`src/hw/rtl/rhss_pkg.sv`:
```
// ----------------------------------------------------------------------------
// rhss_pkg
// Shared types and constants of the rolling hash substring search block.
// ----------------------------------------------------------------------------
package rhss_pkg;

  localparam int HASH_W    = 31;
  localparam int SYM_W     = 8;
  localparam int POS_W     = 20;
  localparam int ADDR_W    = 3;
  localparam int DATA_W    = 32;
  localparam int RED_W     = 64;
  localparam int RED_STEPS = RED_W / 2;
  localparam int RED_CW    = $clog2(RED_STEPS);

  localparam logic [HASH_W-1:0] MODULUS_RESET = 31'd1000000007;
  localparam logic [HASH_W-1:0] BASE_RESET    = 31'd26;
  localparam logic [HASH_W-1:0] MODULUS_MIN   = 31'd2;

  typedef enum logic [1:0] {
    ST_MATCH    = 2'd0,
    ST_NO_MATCH = 2'd1,
    ST_TOO_LONG = 2'd2
  } status_t;

  typedef enum logic {
    REG_MODULUS = 1'b0,
    REG_BASE    = 1'b1
  } reg_idx_t;

  typedef struct packed {
    logic             kind;
    logic [SYM_W-1:0] symbol;
    logic             last;
  } item_t;

  typedef struct packed {
    status_t          status;
    logic [POS_W-1:0] position;
  } result_t;

  typedef struct packed {
    logic [HASH_W-1:0] modulus_eff;
    logic [HASH_W-1:0] base;
    logic              modulus_wr;
  } cfg_t;

  typedef struct packed {
    logic             start;
    logic [RED_W-1:0] x;
  } red_req_t;

  typedef struct packed {
    logic              done;
    logic [HASH_W-1:0] rem;
  } red_rsp_t;

endpackage

```
`src/hw/rtl/rhss_chan_if.sv`:
```
// ----------------------------------------------------------------------------
// rhss_chan_if
// Valid/ready channel carrying one payload beat of type T.
// ----------------------------------------------------------------------------
interface rhss_chan_if #(
  parameter type T = logic
);
  logic valid;
  logic ready;
  T     data;

  modport source (output valid, output data, input ready);
  modport sink   (input valid, input data, output ready);
endinterface

```
`src/hw/rtl/rhss_apb_regs.sv`:
```
// ----------------------------------------------------------------------------
// rhss_apb_regs
// APB register file holding the hash modulus and base.
// ----------------------------------------------------------------------------
module rhss_apb_regs
  import rhss_pkg::*;
(
  input  logic              clk,
  input  logic              rst,
  input  logic              psel,
  input  logic              penable,
  input  logic              pwrite,
  input  logic [ADDR_W-1:0] paddr,
  input  logic [DATA_W-1:0] pwdata,
  output logic [DATA_W-1:0] prdata,
  output logic              pready,
  output cfg_t              cfg
);

  logic [HASH_W-1:0] modulus;
  logic [HASH_W-1:0] base;
  logic              wr_en;
  reg_idx_t          idx;

  assign pready = 1'b1;
  assign wr_en  = psel && penable && pwrite;
  assign idx    = reg_idx_t'(paddr[2]);

  always_ff @(posedge clk) begin
    if (rst) begin
      modulus <= MODULUS_RESET;
      base    <= BASE_RESET;
    end else if (wr_en) begin
      unique case (idx)
        REG_MODULUS: modulus <= pwdata[HASH_W-1:0];
        REG_BASE:    base    <= pwdata[HASH_W-1:0];
      endcase
    end
  end

  always_comb begin
    unique case (idx)
      REG_MODULUS: prdata = {1'b0, modulus};
      REG_BASE:    prdata = {1'b0, base};
    endcase
  end

  // A modulus below two behaves as two.
  assign cfg.modulus_eff = (modulus < MODULUS_MIN) ? MODULUS_MIN : modulus;
  assign cfg.base        = base;
  assign cfg.modulus_wr  = wr_en && (idx == REG_MODULUS);

endmodule

```
`src/hw/rtl/rhss_modred.sv`:
```
// ----------------------------------------------------------------------------
// rhss_modred
// Iterative reduction of a 64-bit value modulo a 31-bit modulus, two bits
// per cycle by restoring compare and subtract.
// ----------------------------------------------------------------------------
module rhss_modred
  import rhss_pkg::*;
(
  input  logic              clk,
  input  logic              rst,
  input  logic [HASH_W-1:0] modulus,
  input  red_req_t          req,
  output red_rsp_t          rsp
);

  logic [RED_W-1:0]  sh;
  logic [HASH_W-1:0] r;
  logic [RED_CW-1:0] cnt;
  logic              busy;
  logic              done;

  logic [HASH_W:0]   t1, t2;
  logic [HASH_W+1:0] d1, d2;
  logic [HASH_W-1:0] r1, r2;

  // The partial remainder stays below the modulus, so each shifted value is
  // below twice the modulus and one conditional subtract restores it.
  always_comb begin
    t1 = {r, sh[RED_W-1]};
    d1 = {1'b0, t1} - {2'b00, modulus};
    r1 = d1[HASH_W+1] ? t1[HASH_W-1:0] : d1[HASH_W-1:0];
    t2 = {r1, sh[RED_W-2]};
    d2 = {1'b0, t2} - {2'b00, modulus};
    r2 = d2[HASH_W+1] ? t2[HASH_W-1:0] : d2[HASH_W-1:0];
  end

  always_ff @(posedge clk) begin
    if (rst) begin
      busy <= 1'b0;
      done <= 1'b0;
      cnt  <= '0;
    end else begin
      done <= 1'b0;
      if (req.start) begin
        sh   <= req.x;
        r    <= '0;
        cnt  <= '0;
        busy <= 1'b1;
      end else if (busy) begin
        sh  <= {sh[RED_W-3:0], 2'b00};
        r   <= r2;
        cnt <= cnt + 1'b1;
        if (cnt == RED_CW'(RED_STEPS - 1)) begin
          busy <= 1'b0;
          done <= 1'b1;
        end
      end
    end
  end

  assign rsp.done = done;
  assign rsp.rem  = r;

endmodule

```
`src/hw/rtl/rhss_core.sv`:
```
// ----------------------------------------------------------------------------
// rhss_core
// Job sequencer: pattern and text hashing, window store, result register.
// ----------------------------------------------------------------------------
module rhss_core
  import rhss_pkg::*;
#(
  parameter int              PATTERN_MAX = 64,
  parameter longint unsigned TEXT_MAX    = 64'd1048576
) (
  input  logic      clk,
  input  logic      rst,
  input  cfg_t      cfg,
  rhss_chan_if.sink   item,
  rhss_chan_if.source result,
  output red_req_t  red_req,
  input  red_rsp_t  red_rsp
);

  localparam int AW  = (PATTERN_MAX > 1) ? $clog2(PATTERN_MAX) : 1;
  localparam int LW  = $clog2(PATTERN_MAX + 2);
  localparam int LW1 = LW + 1;
  localparam int TIW = $clog2(TEXT_MAX + 1);
  localparam int DW  = (TIW > LW) ? TIW : LW;
  localparam longint unsigned CAP =
    (TEXT_MAX - 1 > 64'hFFFFF) ? 64'hFFFFF : TEXT_MAX - 1;

  typedef enum logic [2:0] {
    S_IDLE, S_READ, S_MUL, S_RED, S_CMP, S_FIN
  } state_t;

  typedef enum logic [2:0] {
    OP_PH, OP_BP, OP_PHFIX, OP_GONE, OP_TH
  } op_t;

  state_t state;
  op_t    op;

  item_t             in_q;
  logic [HASH_W-1:0] ph, th, bp, gone;
  logic [LW-1:0]     plen, fill;
  logic [AW-1:0]     slot;
  logic [TIW-1:0]    tidx;
  logic              sd, pclosed, ph_dirty;
  logic [2*HASH_W-1:0] prod;
  logic [HASH_W:0]   addend_q;
  logic              red_start;
  logic              res_pend;
  status_t           res_status;
  logic [POS_W-1:0]  res_pos;
  logic              out_valid;
  result_t           out_data;

  logic [SYM_W-1:0]  win_mem [PATTERN_MAX];
  logic [SYM_W-1:0]  mem_q;
  logic              mem_we;
  logic              mem_re;

  logic [HASH_W-1:0] mul_a, mul_b;
  logic [HASH_W:0]   addend;
  logic              full;
  logic [LW1-1:0]    slot_w, len_w, old_w;
  logic [AW-1:0]     old_slot, slot_next;
  logic              too_long;
  logic              want_out;
  logic [DW-1:0]     diff, pos;

  assign full     = (fill == plen);
  assign too_long = (plen > LW'(PATTERN_MAX));

  // Oldest byte of the window sits pattern-length slots behind the write slot.
  always_comb begin
    slot_w   = LW1'(slot);
    len_w    = LW1'(plen);
    old_w    = (slot_w >= len_w) ? slot_w - len_w : slot_w + LW1'(PATTERN_MAX) - len_w;
    old_slot = old_w[AW-1:0];
    slot_next = (slot_w == LW1'(PATTERN_MAX - 1)) ? '0 : slot + 1'b1;
  end

  always_comb begin
    mul_a  = ph;
    mul_b  = cfg.base;
    addend = '0;
    case (op)
      OP_PH: begin
        addend = (HASH_W+1)'(in_q.symbol);
      end
      OP_BP: begin
        mul_a = bp;
      end
      OP_PHFIX: begin
        mul_b = HASH_W'(1);
      end
      OP_GONE: begin
        mul_a = HASH_W'(mem_q);
        mul_b = bp;
      end
      OP_TH: begin
        mul_a  = th;
        addend = (HASH_W+1)'(in_q.symbol)
               + (full ? (HASH_W+1)'(cfg.modulus_eff) - (HASH_W+1)'(gone) : '0);
      end
      default: begin
        mul_a = ph;
      end
    endcase
  end

  assign red_req.start = red_start;
  assign red_req.x     = RED_W'(prod) + RED_W'(addend_q);

  // Start of the matching window, clamped to the reportable range.
  always_comb begin
    diff = (DW'(tidx) >= DW'(plen)) ? DW'(tidx) - DW'(plen) : '0;
    pos  = (diff > DW'(CAP)) ? DW'(CAP) : diff;
  end

  assign want_out = res_pend || (in_q.kind && in_q.last && !sd);

  assign mem_we = (state == S_RED) && (op == OP_TH) && red_rsp.done;
  assign mem_re = (state == S_READ);

  always_ff @(posedge clk) begin
    if (mem_we) begin
      win_mem[slot] <= in_q.symbol;
    end
    if (mem_re) begin
      mem_q <= win_mem[old_slot];
    end
  end

  always_ff @(posedge clk) begin
    if (rst) begin
      state      <= S_IDLE;
      op         <= OP_PH;
      ph         <= '0;
      th         <= '0;
      bp         <= HASH_W'(1);
      plen       <= '0;
      fill       <= '0;
      slot       <= '0;
      tidx       <= '0;
      sd         <= 1'b0;
      pclosed    <= 1'b0;
      ph_dirty   <= 1'b0;
      red_start  <= 1'b0;
      res_pend   <= 1'b0;
      out_valid  <= 1'b0;
    end else begin
      red_start <= 1'b0;
      if (out_valid && result.ready) begin
        out_valid <= 1'b0;
      end
      if (cfg.modulus_wr) begin
        ph_dirty <= 1'b1;
      end

      unique case (state)
        S_IDLE: begin
          if (item.valid) begin
            in_q <= item.data;
            if (!item.data.kind) begin
              if (!pclosed) begin
                if (!too_long) begin
                  plen <= plen + 1'b1;
                end
                op    <= OP_PH;
                state <= S_MUL;
              end
            end else begin
              // A text beat closes an open pattern first.
              if (!pclosed) begin
                pclosed <= 1'b1;
              end
              if (!pclosed && too_long) begin
                sd         <= 1'b1;
                res_pend   <= 1'b1;
                res_status <= ST_TOO_LONG;
                res_pos    <= '0;
                state      <= S_FIN;
              end else if (sd) begin
                state <= S_FIN;
              end else if (plen == '0) begin
                sd         <= 1'b1;
                res_pend   <= 1'b1;
                res_status <= ST_MATCH;
                res_pos    <= '0;
                state      <= S_FIN;
              end else if (ph_dirty) begin
                op    <= OP_PHFIX;
                state <= S_MUL;
              end else if (full) begin
                state <= S_READ;
              end else begin
                op    <= OP_TH;
                state <= S_MUL;
              end
            end
          end
        end

        S_READ: begin
          op    <= OP_GONE;
          state <= S_MUL;
        end

        S_MUL: begin
          prod      <= mul_a * mul_b;
          addend_q  <= addend;
          red_start <= 1'b1;
          state     <= S_RED;
        end

        S_RED: begin
          if (red_rsp.done) begin
            unique case (op)
              OP_PH: begin
                ph    <= red_rsp.rem;
                op    <= OP_BP;
                state <= S_MUL;
              end
              OP_BP: begin
                bp    <= red_rsp.rem;
                state <= S_FIN;
                if (in_q.last) begin
                  pclosed <= 1'b1;
                  if (too_long) begin
                    sd         <= 1'b1;
                    res_pend   <= 1'b1;
                    res_status <= ST_TOO_LONG;
                    res_pos    <= '0;
                  end
                end
              end
              OP_PHFIX: begin
                ph       <= red_rsp.rem;
                ph_dirty <= 1'b0;
                if (full) begin
                  state <= S_READ;
                end else begin
                  op    <= OP_TH;
                  state <= S_MUL;
                end
              end
              OP_GONE: begin
                gone  <= red_rsp.rem;
                op    <= OP_TH;
                state <= S_MUL;
              end
              OP_TH: begin
                th   <= red_rsp.rem;
                slot <= slot_next;
                if (!full) begin
                  fill <= fill + 1'b1;
                end
                if (tidx < TIW'(TEXT_MAX)) begin
                  tidx <= tidx + 1'b1;
                end
                state <= S_CMP;
              end
              default: begin
                state <= S_FIN;
              end
            endcase
          end
        end

        S_CMP: begin
          if (full && (th == ph)) begin
            sd         <= 1'b1;
            res_pend   <= 1'b1;
            res_status <= ST_MATCH;
            res_pos    <= POS_W'(pos);
          end
          state <= S_FIN;
        end

        S_FIN: begin
          if (!(want_out && out_valid && !result.ready)) begin
            if (want_out) begin
              out_valid <= 1'b1;
              if (res_pend) begin
                out_data.status   <= res_status;
                out_data.position <= res_pos;
              end else begin
                out_data.status   <= ST_NO_MATCH;
                out_data.position <= '0;
              end
            end
            res_pend <= 1'b0;
            // The final text beat ends the job and clears its state; modulus and base keep their values.
            if (in_q.kind && in_q.last) begin
              ph       <= '0;
              th       <= '0;
              bp       <= HASH_W'(1);
              plen     <= '0;
              fill     <= '0;
              slot     <= '0;
              tidx     <= '0;
              sd       <= 1'b0;
              pclosed  <= 1'b0;
              ph_dirty <= 1'b0;
            end
            state <= S_IDLE;
          end
        end

        default: begin
          state <= S_IDLE;
        end
      endcase
    end
  end

  assign item.ready   = (state == S_IDLE);
  assign result.valid = out_valid;
  assign result.data  = out_data;

endmodule

```
`src/hw/rtl/rolling_hash_substring_search.sv`:
```
// ----------------------------------------------------------------------------
// rolling_hash_substring_search
// Rolling polynomial hash substring search over a stream of pattern and
// text bytes, with an APB port for the modulus and base.
// ----------------------------------------------------------------------------
// Usage: send the pattern as beats with kind 0, then the text as beats with
// kind 1, each group closed by a beat with last set. The item channel takes
// one byte per beat; the result channel gives at most one beat per job: a
// match with its start position, no match at the final text byte, or a
// pattern that does not fit the window store.
// Hashing runs on one shared reducer that retires two bits a cycle; each
// reduction follows its multiply. A pattern byte needs two reductions; a
// text byte needs one while the window fills, two once it is full and none
// after the job has its result. The first text byte after a modulus write
// needs one more reduction to re-reduce the pattern hash.
// The result sits in the output register at the end of its byte. The next
// byte is taken while it waits; a second result holds the item channel until
// the receiver accepts the first. Reset (rst, synchronous) clears the job and
// restores the modulus and base; the window store is not cleared, since each
// slot is written before it is read within a job.
// ----------------------------------------------------------------------------
module rolling_hash_substring_search
  import rhss_pkg::*;
#(
  parameter int              PATTERN_MAX = 64,
  parameter longint unsigned TEXT_MAX    = 64'd1048576
) (
  input  logic              clk,
  input  logic              rst,
  rhss_chan_if.sink         item,
  rhss_chan_if.source       result,
  input  logic              psel,
  input  logic              penable,
  input  logic              pwrite,
  input  logic [ADDR_W-1:0] paddr,
  input  logic [DATA_W-1:0] pwdata,
  output logic [DATA_W-1:0] prdata,
  output logic              pready
);

  cfg_t     cfg;
  red_req_t red_req;
  red_rsp_t red_rsp;

  // Modulus and base registers; the modulus is presented already clamped.
  rhss_apb_regs u_regs (
    .clk     (clk),
    .rst     (rst),
    .psel    (psel),
    .penable (penable),
    .pwrite  (pwrite),
    .paddr   (paddr),
    .pwdata  (pwdata),
    .prdata  (prdata),
    .pready  (pready),
    .cfg     (cfg)
  );

  // Shared reducer: every product and sum is reduced here, one at a time.
  rhss_modred u_modred (
    .clk     (clk),
    .rst     (rst),
    .modulus (cfg.modulus_eff),
    .req     (red_req),
    .rsp     (red_rsp)
  );

  // Sequencer with the window store and the output register.
  rhss_core #(
    .PATTERN_MAX (PATTERN_MAX),
    .TEXT_MAX    (TEXT_MAX)
  ) u_core (
    .clk     (clk),
    .rst     (rst),
    .cfg     (cfg),
    .item    (item),
    .result  (result),
    .red_req (red_req),
    .red_rsp (red_rsp)
  );

endmodule

```
`src/flat_wrapper.sv`:
```
// flat-port wrapper written by rule: the top's interface ports become plain ports
module rolling_hash_substring_search_flat import rhss_pkg::*;
#(
  parameter int              PATTERN_MAX = 64,
  parameter longint unsigned TEXT_MAX    = 64'd1048576
)
  (clk, rst, psel, penable, pwrite, paddr, pwdata, prdata, pready, item_valid, item_data, item_ready, result_valid, result_data, result_ready);
  rhss_chan_if #(.T(item_t)) item_i ();
  rhss_chan_if #(.T(result_t)) result_i ();
  input  logic clk;
  input  logic rst;
  input  logic psel;
  input  logic penable;
  input  logic pwrite;
  input  logic [ADDR_W-1:0] paddr;
  input  logic [DATA_W-1:0] pwdata;
  output logic [DATA_W-1:0] prdata;
  output logic pready;
  input wire logic [$bits(item_i.valid)-1:0] item_valid;
  input wire logic [$bits(item_i.data)-1:0] item_data;
  output wire logic [$bits(item_i.ready)-1:0] item_ready;
  output wire logic [$bits(result_i.valid)-1:0] result_valid;
  output wire logic [$bits(result_i.data)-1:0] result_data;
  input wire logic [$bits(result_i.ready)-1:0] result_ready;
  assign item_i.valid = item_valid;
  assign item_i.data = item_data;
  assign item_ready = item_i.ready;
  assign result_valid = result_i.valid;
  assign result_data = result_i.data;
  assign result_i.ready = result_ready;
  rolling_hash_substring_search #(.PATTERN_MAX(PATTERN_MAX), .TEXT_MAX(TEXT_MAX)) u_core (.clk(clk), .rst(rst), .item(item_i), .result(result_i), .psel(psel), .penable(penable), .pwrite(pwrite), .paddr(paddr), .pwdata(pwdata), .prdata(prdata), .pready(pready));
endmodule
```
`config.mk`:
```
export PLATFORM = sky130hd
export DESIGN_NAME = rolling_hash_substring_search_flat
export DESIGN_NICKNAME = d
export VERILOG_FILES = /design/src/hw/rtl/rhss_pkg.sv /design/src/hw/rtl/rhss_chan_if.sv /design/src/hw/rtl/rhss_apb_regs.sv /design/src/hw/rtl/rhss_modred.sv /design/src/hw/rtl/rhss_core.sv /design/src/hw/rtl/rolling_hash_substring_search.sv /design/src/flat_wrapper.sv
export SDC_FILE = /design/constraint.sdc
export NUM_CORES = 2
export LEC_CHECK = 0
export ABC_AREA = 1
export BUFFER_PORTS_ARGS = -buffer_cell sky130_fd_sc_hd__buf_2
export CAP_MARGIN = 20
export CORE_ASPECT_RATIO = 0.75
export CORE_MARGIN = 8
export CORE_UTILIZATION = 45
export CTS_CLUSTER_SIZE = 25
export DETAILED_ROUTE_END_ITERATION = 8
export PLACE_DENSITY_LB_ADDON = 0.15
export SKIP_LAST_GASP = 1
export SYNTH_ARGS = -nofsm -noshare
export SYNTH_HDL_FRONTEND = slang
export SYNTH_SLANG_ARGS = --single-unit
```
`constraint.sdc`:
```
create_clock -name clk -period 7.2 [get_ports clk]
set_clock_uncertainty 0.1 [all_clocks]
set_input_delay 1.44 -clock clk [delete_from_list [all_inputs] [get_ports clk]]
set_output_delay 1.44 -clock clk [all_outputs]
set_load 0.03 [all_outputs]
```
== Word-level counts from Yosys, hierarchy flattened ==
Memories as Yosys holds them, arrays and structs flattened. A register that Yosys moved wholly into a read port is not among the register bits.
Index checks and enable logic that the tools add are counted.
Operators by class
  add/subtract/negate cells: 14
  $mul: 1
  order comparisons: 6
  equal/unequal tests: 36
  muxes and demuxes: 138
  bitwise logic cells: 4
  reductions and logical operators: 49
Operator list (count)
  $mux 31: 14
  $pmux 31 s2: 4
  $mux 20: 11
  $mux 64: 2
  $pmux 32 s2: 2
  $mux 21: 6
  $pmux 31 s3: 1
  $sub 32x31->33: 2
  $add 62x32->63: 1
  $mux 7: 9
  $mul 31x31->62: 1
  $pmux 20 s3: 1
  $mux 3: 17
  $pmux 21 s2: 1
  $mux 1: 39
  $mux 6: 6
  $add 8x32->32: 1
  $mux 32: 1
  $sub 31x31->32: 1
  $eq 31x31->1: 1
  $lt 31x2->1 const B: 1
  $pmux 7 s2: 2
  $pmux 3 s3: 3
  $mux 2: 12
  other kinds (49): 109
Word-level totals
  register bits: 489
  memory bits (writable): 512
  input bits: 52
  output and inout port bits: 57
  word-level logic and storage cells: 281
  memories kept: 1
Memory list
  u_core.u_core.win_mem: words 64, width 8, read ports 1, clocked after memory_dff 1, write ports 1, line rhss_core.sv:54  | logic [SYM_W-1:0] win_mem [PATTERN_MAX];

== Logic depth before layout (Yosys ltp) ==
  word-level depth: 9
  mapped depth: 38
  gate-level depth less buffers: 36

== Hierarchy ==
A second synthesis with hierarchy kept.
Unflattened totals
  cell total of the unflattened synthesis: 9690
  area, all modules: 83943.0 µm²
Modules (own cells, without submodules)
  rhss_core: times used 1, cells an instance 7875, area each 71843.9 µm², seq. area each 23882.9 µm²
  rhss_modred: times used 1, cells an instance 1395, area each 9260.1 µm², seq. area each 2992.9 µm²
  rhss_apb_regs: times used 1, cells an instance 420, area each 2839.0 µm², seq. area each 1241.2 µm²

== Least setup slack after synthesis ==
OpenSTA, ideal clock, no wires.
  kind: register -> register
  from: reg u_core.u_core.op[0]
  to: reg u_core.u_core.prod[57], data pin
  library setup time: 130 ps
  arrival time: 7624 ps
  data required time: 6970 ps
  path slack: -654 ps
  cell stages (with the launch flop): 37
  path buffers: 2
  period minus slack after synthesis: 7854 ps
  path through: dfxtp_1 > nand2_1 > nor2_1 > inv_1 > clkbuf_1 > o221ai_1 > nand2_1 > inv_1 > clkbuf_1 > nand2_1 > fa_1 > inv_1 > fa_1 > fa_1 > inv_1 > fa_1 > inv_1 > fa_1 > fa_1 > fa_1 > inv_1 > fa_1 > inv_1 > ha_1 > nand2_1 > nor2_1 > inv_1 > nor2_1 > inv_1 > nor3_1 > nand3_1 > nand3_1 > a21o_1 > and2_1 > nor2_1 > or2_2 > nand2_1
Between the ends
  cells in the longest elaborated chain, start to end: 3
  elaborated cells between the ends (all ways): 7
  those cells by class: 1 x mul; 4 x eq/ne; 2 x mux
Ends and longest elaborated chain
  start, declared: line rhss_core.sv:37  | op_t op;
  start signal, assigned: line rhss_core.sv:135  | op <= OP_PH;
  start signal, assigned: line rhss_core.sv:167  | op <= OP_PH;
  start signal, assigned: line rhss_core.sv:190  | op <= OP_PHFIX;
  $eq 3x3->1 (tied with other cells): line rhss_core.sv:84  | case (op)
  $pmux 31 s3 / $pmux 31 s2 (equally long branches): line rhss_core.sv:84
  $mul 31x31->62 (*): line rhss_core.sv:208  | prod <= mul_a * mul_b;
  end signal, assigned: line rhss_core.sv:208
  end, declared: line rhss_core.sv:45  | logic [2*HASH_W-1:0] prod;
Every way passes the cells marked *; elsewhere a longest branch is shown, timed or not.
A chain may end at the register's enable or synchronous reset.

== Worst setup path in the final report ==
  from: reg u_core.u_core.op[2]
  to: reg u_core.u_core.prod[57], data pin
The elaborated chain is that of the path after synthesis.

==> impl_metrics.env <==
export IMPL_wire_per_inst_um=22.6
export IMPL_slew_headroom_pct=20.6
export IMPL_synth_seq_area_share_pct=34.2
export IMPL_cts_hold_buf=0
export IMPL_tritoncts="yes"
export IMPL_start_util_pct=45.1
export IMPL_finalPower_mw=30.1
export IMPL_hold_viol_final=0
export IMPL_dr_pass1_iters=6
export IMPL_hpwl_um=222000
export IMPL_layout_nets=11400
export IMPL_yosysWarnings=0
export IMPL_grt_pass1_vias=67800
export IMPL_synthTopCellsByArea="edfxtp_1 (29%), fa_1 (21%), nand2_1 (7.6%)"
export IMPL_max_stage_delay_ns=0.63
export IMPL_grt_max_degree=141
export IMPL_slew_viol_final=0
export IMPL_gp_congestion=1.02
export IMPL_crit_fanout=8
export IMPL_arrival_ns=8.66
export IMPL_antenna_left=0
export IMPL_path_clk_slew_ns=0.07
export IMPL_numCtsBuffers=102
export IMPL_power_density_mw_per_mm2=309
export IMPL_violations="negative setup slack"
export IMPL_placement_io_buffers=103
export IMPL_power_leakage_nw=43.0
export IMPL_num_vias=69300
export IMPL_dp_cells=12300
export IMPL_ir_drop_mv=0.275
export IMPL_syn_inst=9384
export IMPL_timing_final_ws_setup_ns=-0.949
export IMPL_required_ns=7.71
export IMPL_wl_um=284000
export IMPL_worst_pin_slew_ns=1.19
export IMPL_route_detailed_drc=0
export IMPL_core_area_sq_mm=0.183
export IMPL_synth_commonest_cells="nand2_1 (1669), inv_1 (1521), nor2_1 (1281)"
export IMPL_ios=109
export IMPL_fillCellCount=16700
export IMPL_synth_edff_count=793
export IMPL_insertion_delay_ns=0.78
export IMPL_clock_path_buffers=3
export IMPL_synthFlopType="edfxtp_1"
export IMPL_antenna_found_initial=5
export IMPL_syn_nets=10700
export IMPL_yosysMostFrequentCell="nand2_1"
export IMPL_cts_htree_levels=3
export IMPL_clockRootBuffer="clkbuf_16"
export IMPL_async_flop_share_pct=0
export IMPL_overflow=0
export IMPL_hold_class="flip-flop to flip-flop"
export IMPL_area_delta_synth_final_pct=18.4
export IMPL_first_iter_violations=7372
export IMPL_grt_pass1_wl_um=427000
export IMPL_worstSetupPathType="flip-flop to flip-flop"
export IMPL_die_area_sq_mm=0.197
export IMPL_utilization_pct=53.4
export IMPL_rsz0062_at_grt="true"
export IMPL_drive_gt1_share_pct=16.0
export IMPL_cts_sinks=1008
export IMPL_grt_usage_pct=28.3
export IMPL_ys_ff_latch=1008
export IMPL_netlist_area_leader_share_pct=28.9
export IMPL_yosysTopAreaCell="edfxtp_1"
export IMPL_fin_crit_sh_pct=113
export IMPL_die_y_um=386
export IMPL_die_w_um=510
export IMPL_cap_violations=0
export IMPL_setup_viol=50
export IMPL_cp_start_kind="flip-flop"
export IMPL_postSynthAreaPerCell_sq_um=8.77
export IMPL_fmax_ghz=0.123
export IMPL_synthDistinctLibCells=64
export IMPL_via_per_inst=5.52
export IMPL_end_kind="flip-flop"
export IMPL_status="finished, violations left"
export IMPL_cpMaxStageDelayCell="fa_2"
export IMPL_synth_area_sq_mm=0.0823
export IMPL_stdcell_count=12600
export IMPL_fp_row_count=136
export IMPL_finalCriticalPeriod_ns=8.15
[cell type report]
class | instances | area, sq um | share of cell area, %
multi-input cells | 6420 | 48700 | 50.0
flip-flops and latches | 1008 | 28100 | 28.9
repair buffers | 976 | 8240 | 8.46
inverters | 1550 | 5890 | 6.05
well taps | 2415 | 3020 | 3.10
clock buffers | 129 | 2710 | 2.78
clock inverters | 60 | 737 | 0.756
diodes | 2 | 5.00 | 0.00514
[cell families (layout without fill, tap and decap cells)]
kind of cell / Yosys count / count (layout) / share of synthesized area [%]
AND/OR/NAND/NOR: 3492 / 3492 / 17.2
buffers and inverters: 1956 / 2715 / 9.06
AO/OA/AOI/OAI: 1414 / 1414 / 9.98
adder cells (fa/ha/maj): 1251 / 1251 / 26.7
flip-flops: 1008 / 1008 / 34.2
XOR/XNOR: 197 / 197 / 2.10
multiplexers: 64 / 64 / 0.778
other: 2 / 4 / 0.00912
[metrics by stage]
stage          area (sq um)  hold slack [ns]  setup TNS, ns  setup slack (ns)
4_1_cts               96100            0.374         -27.27            -0.896
5_1_grt               97500            0.390         -44.04             -1.24
3_3_place_gp          91200            0.355         -36.55             -1.19
2_1_floorplan         83000            0.344         -0.334            -0.164
3_5_place_dp          91200            0.360         -37.83             -1.28
6_report              97500            0.377         -29.78            -0.949
[timing repair]
action,in CTS,in global routing
gates resized for setup,244,262
hold endpoints to repair,0,0
setup endpoints to repair,50,77
cloned,4,3
pin swaps,58,110
buffers inserted,56,38
[final timing paths]
check                                    startpoint                     end  slack (ns)  depth (start not counted)
worst max-delay path            u_core.u_core.op[2]  u_core.u_core.prod[57]       -0.95                         35
worst min-delay path            u_core.u_core.th[6]     u_core.u_core.th[6]        0.38                          2
worst max register to register  u_core.u_core.op[2]  u_core.u_core.prod[57]       -0.95                         35
worst min register to register  u_core.u_core.th[6]     u_core.u_core.th[6]        0.38                          2
[registers in the layout, summed over array words and instances (netlist names), 5 cells and up]
| signal | cells |
|---|---|
| u_core.u_core.bp | 31 |
| u_core.u_core.result.data | 22 |
| u_core.u_core.win_mem | 512 |
| u_core.u_modred.r | 31 |
| u_core.u_core.tidx | 21 |
| u_core.u_core.prod | 62 |
| u_core.u_core.th | 31 |
| u_core.u_core.gone | 31 |
| u_core.u_core.slot | 6 |
| u_core.u_regs.base | 31 |
| u_core.u_core.res_pos | 20 |
| u_core.u_modred.cnt | 5 |
| u_core.u_modred.sh | 64 |
| u_core.u_core.mem_q | 8 |
| u_core.u_core.in_q | 10 |
| u_core.u_core.plen | 7 |
| u_core.u_regs.modulus | 31 |
| u_core.u_core.fill | 7 |
| u_core.u_core.ph | 31 |
| u_core.u_core.addend_q | 32 |
[critical path: cells and delay by family (launching register included)]
kind            cells  cell delay, ns
compound gates      3            0.51
fa+ha+maj           9            4.63
simple gates       14            1.50
flops               1            0.36
buf+inv             9            0.89
[metal layers]
metal | global-route usage [%] | vias up | routed length (um)
li1 | - | 31500 | -
met1 | 44.4 | 34200 | 132000
met2 | 38.7 | 3182 | 112000
met3 | 7.90 | 377 | 33800
met4 | 5.52 | 0 | 6460
met5 | 0 | - | 0
[cell usage in the layout (no fill, tap or decap), types with 65 or more instances in the layout]
cell type  count
ha_1         373
inv_1       1463
xnor2_1       71
o32ai_1       65
o221ai_1      66
nand2_1     1633
nor2_1      1235
edfxtp_1     793
nand3_1      262
dfxtp_1      211
fa_1         784
buf_12        65
a21oi_1      396
o21ai_0      527
xor2_1       113
buf_2        103
clkbuf_16    106
buf_4        741
nor3_1        69
[power by group]
| part | internal (mW) | switching (mW) |
|---|---|---|
| combinational | 6.23 | 11.0 |
| sequential | 7.06 | 0.356 |
| clock | 3.06 | 2.43 |
Note: power is estimated with default switching activity, not from simulation.
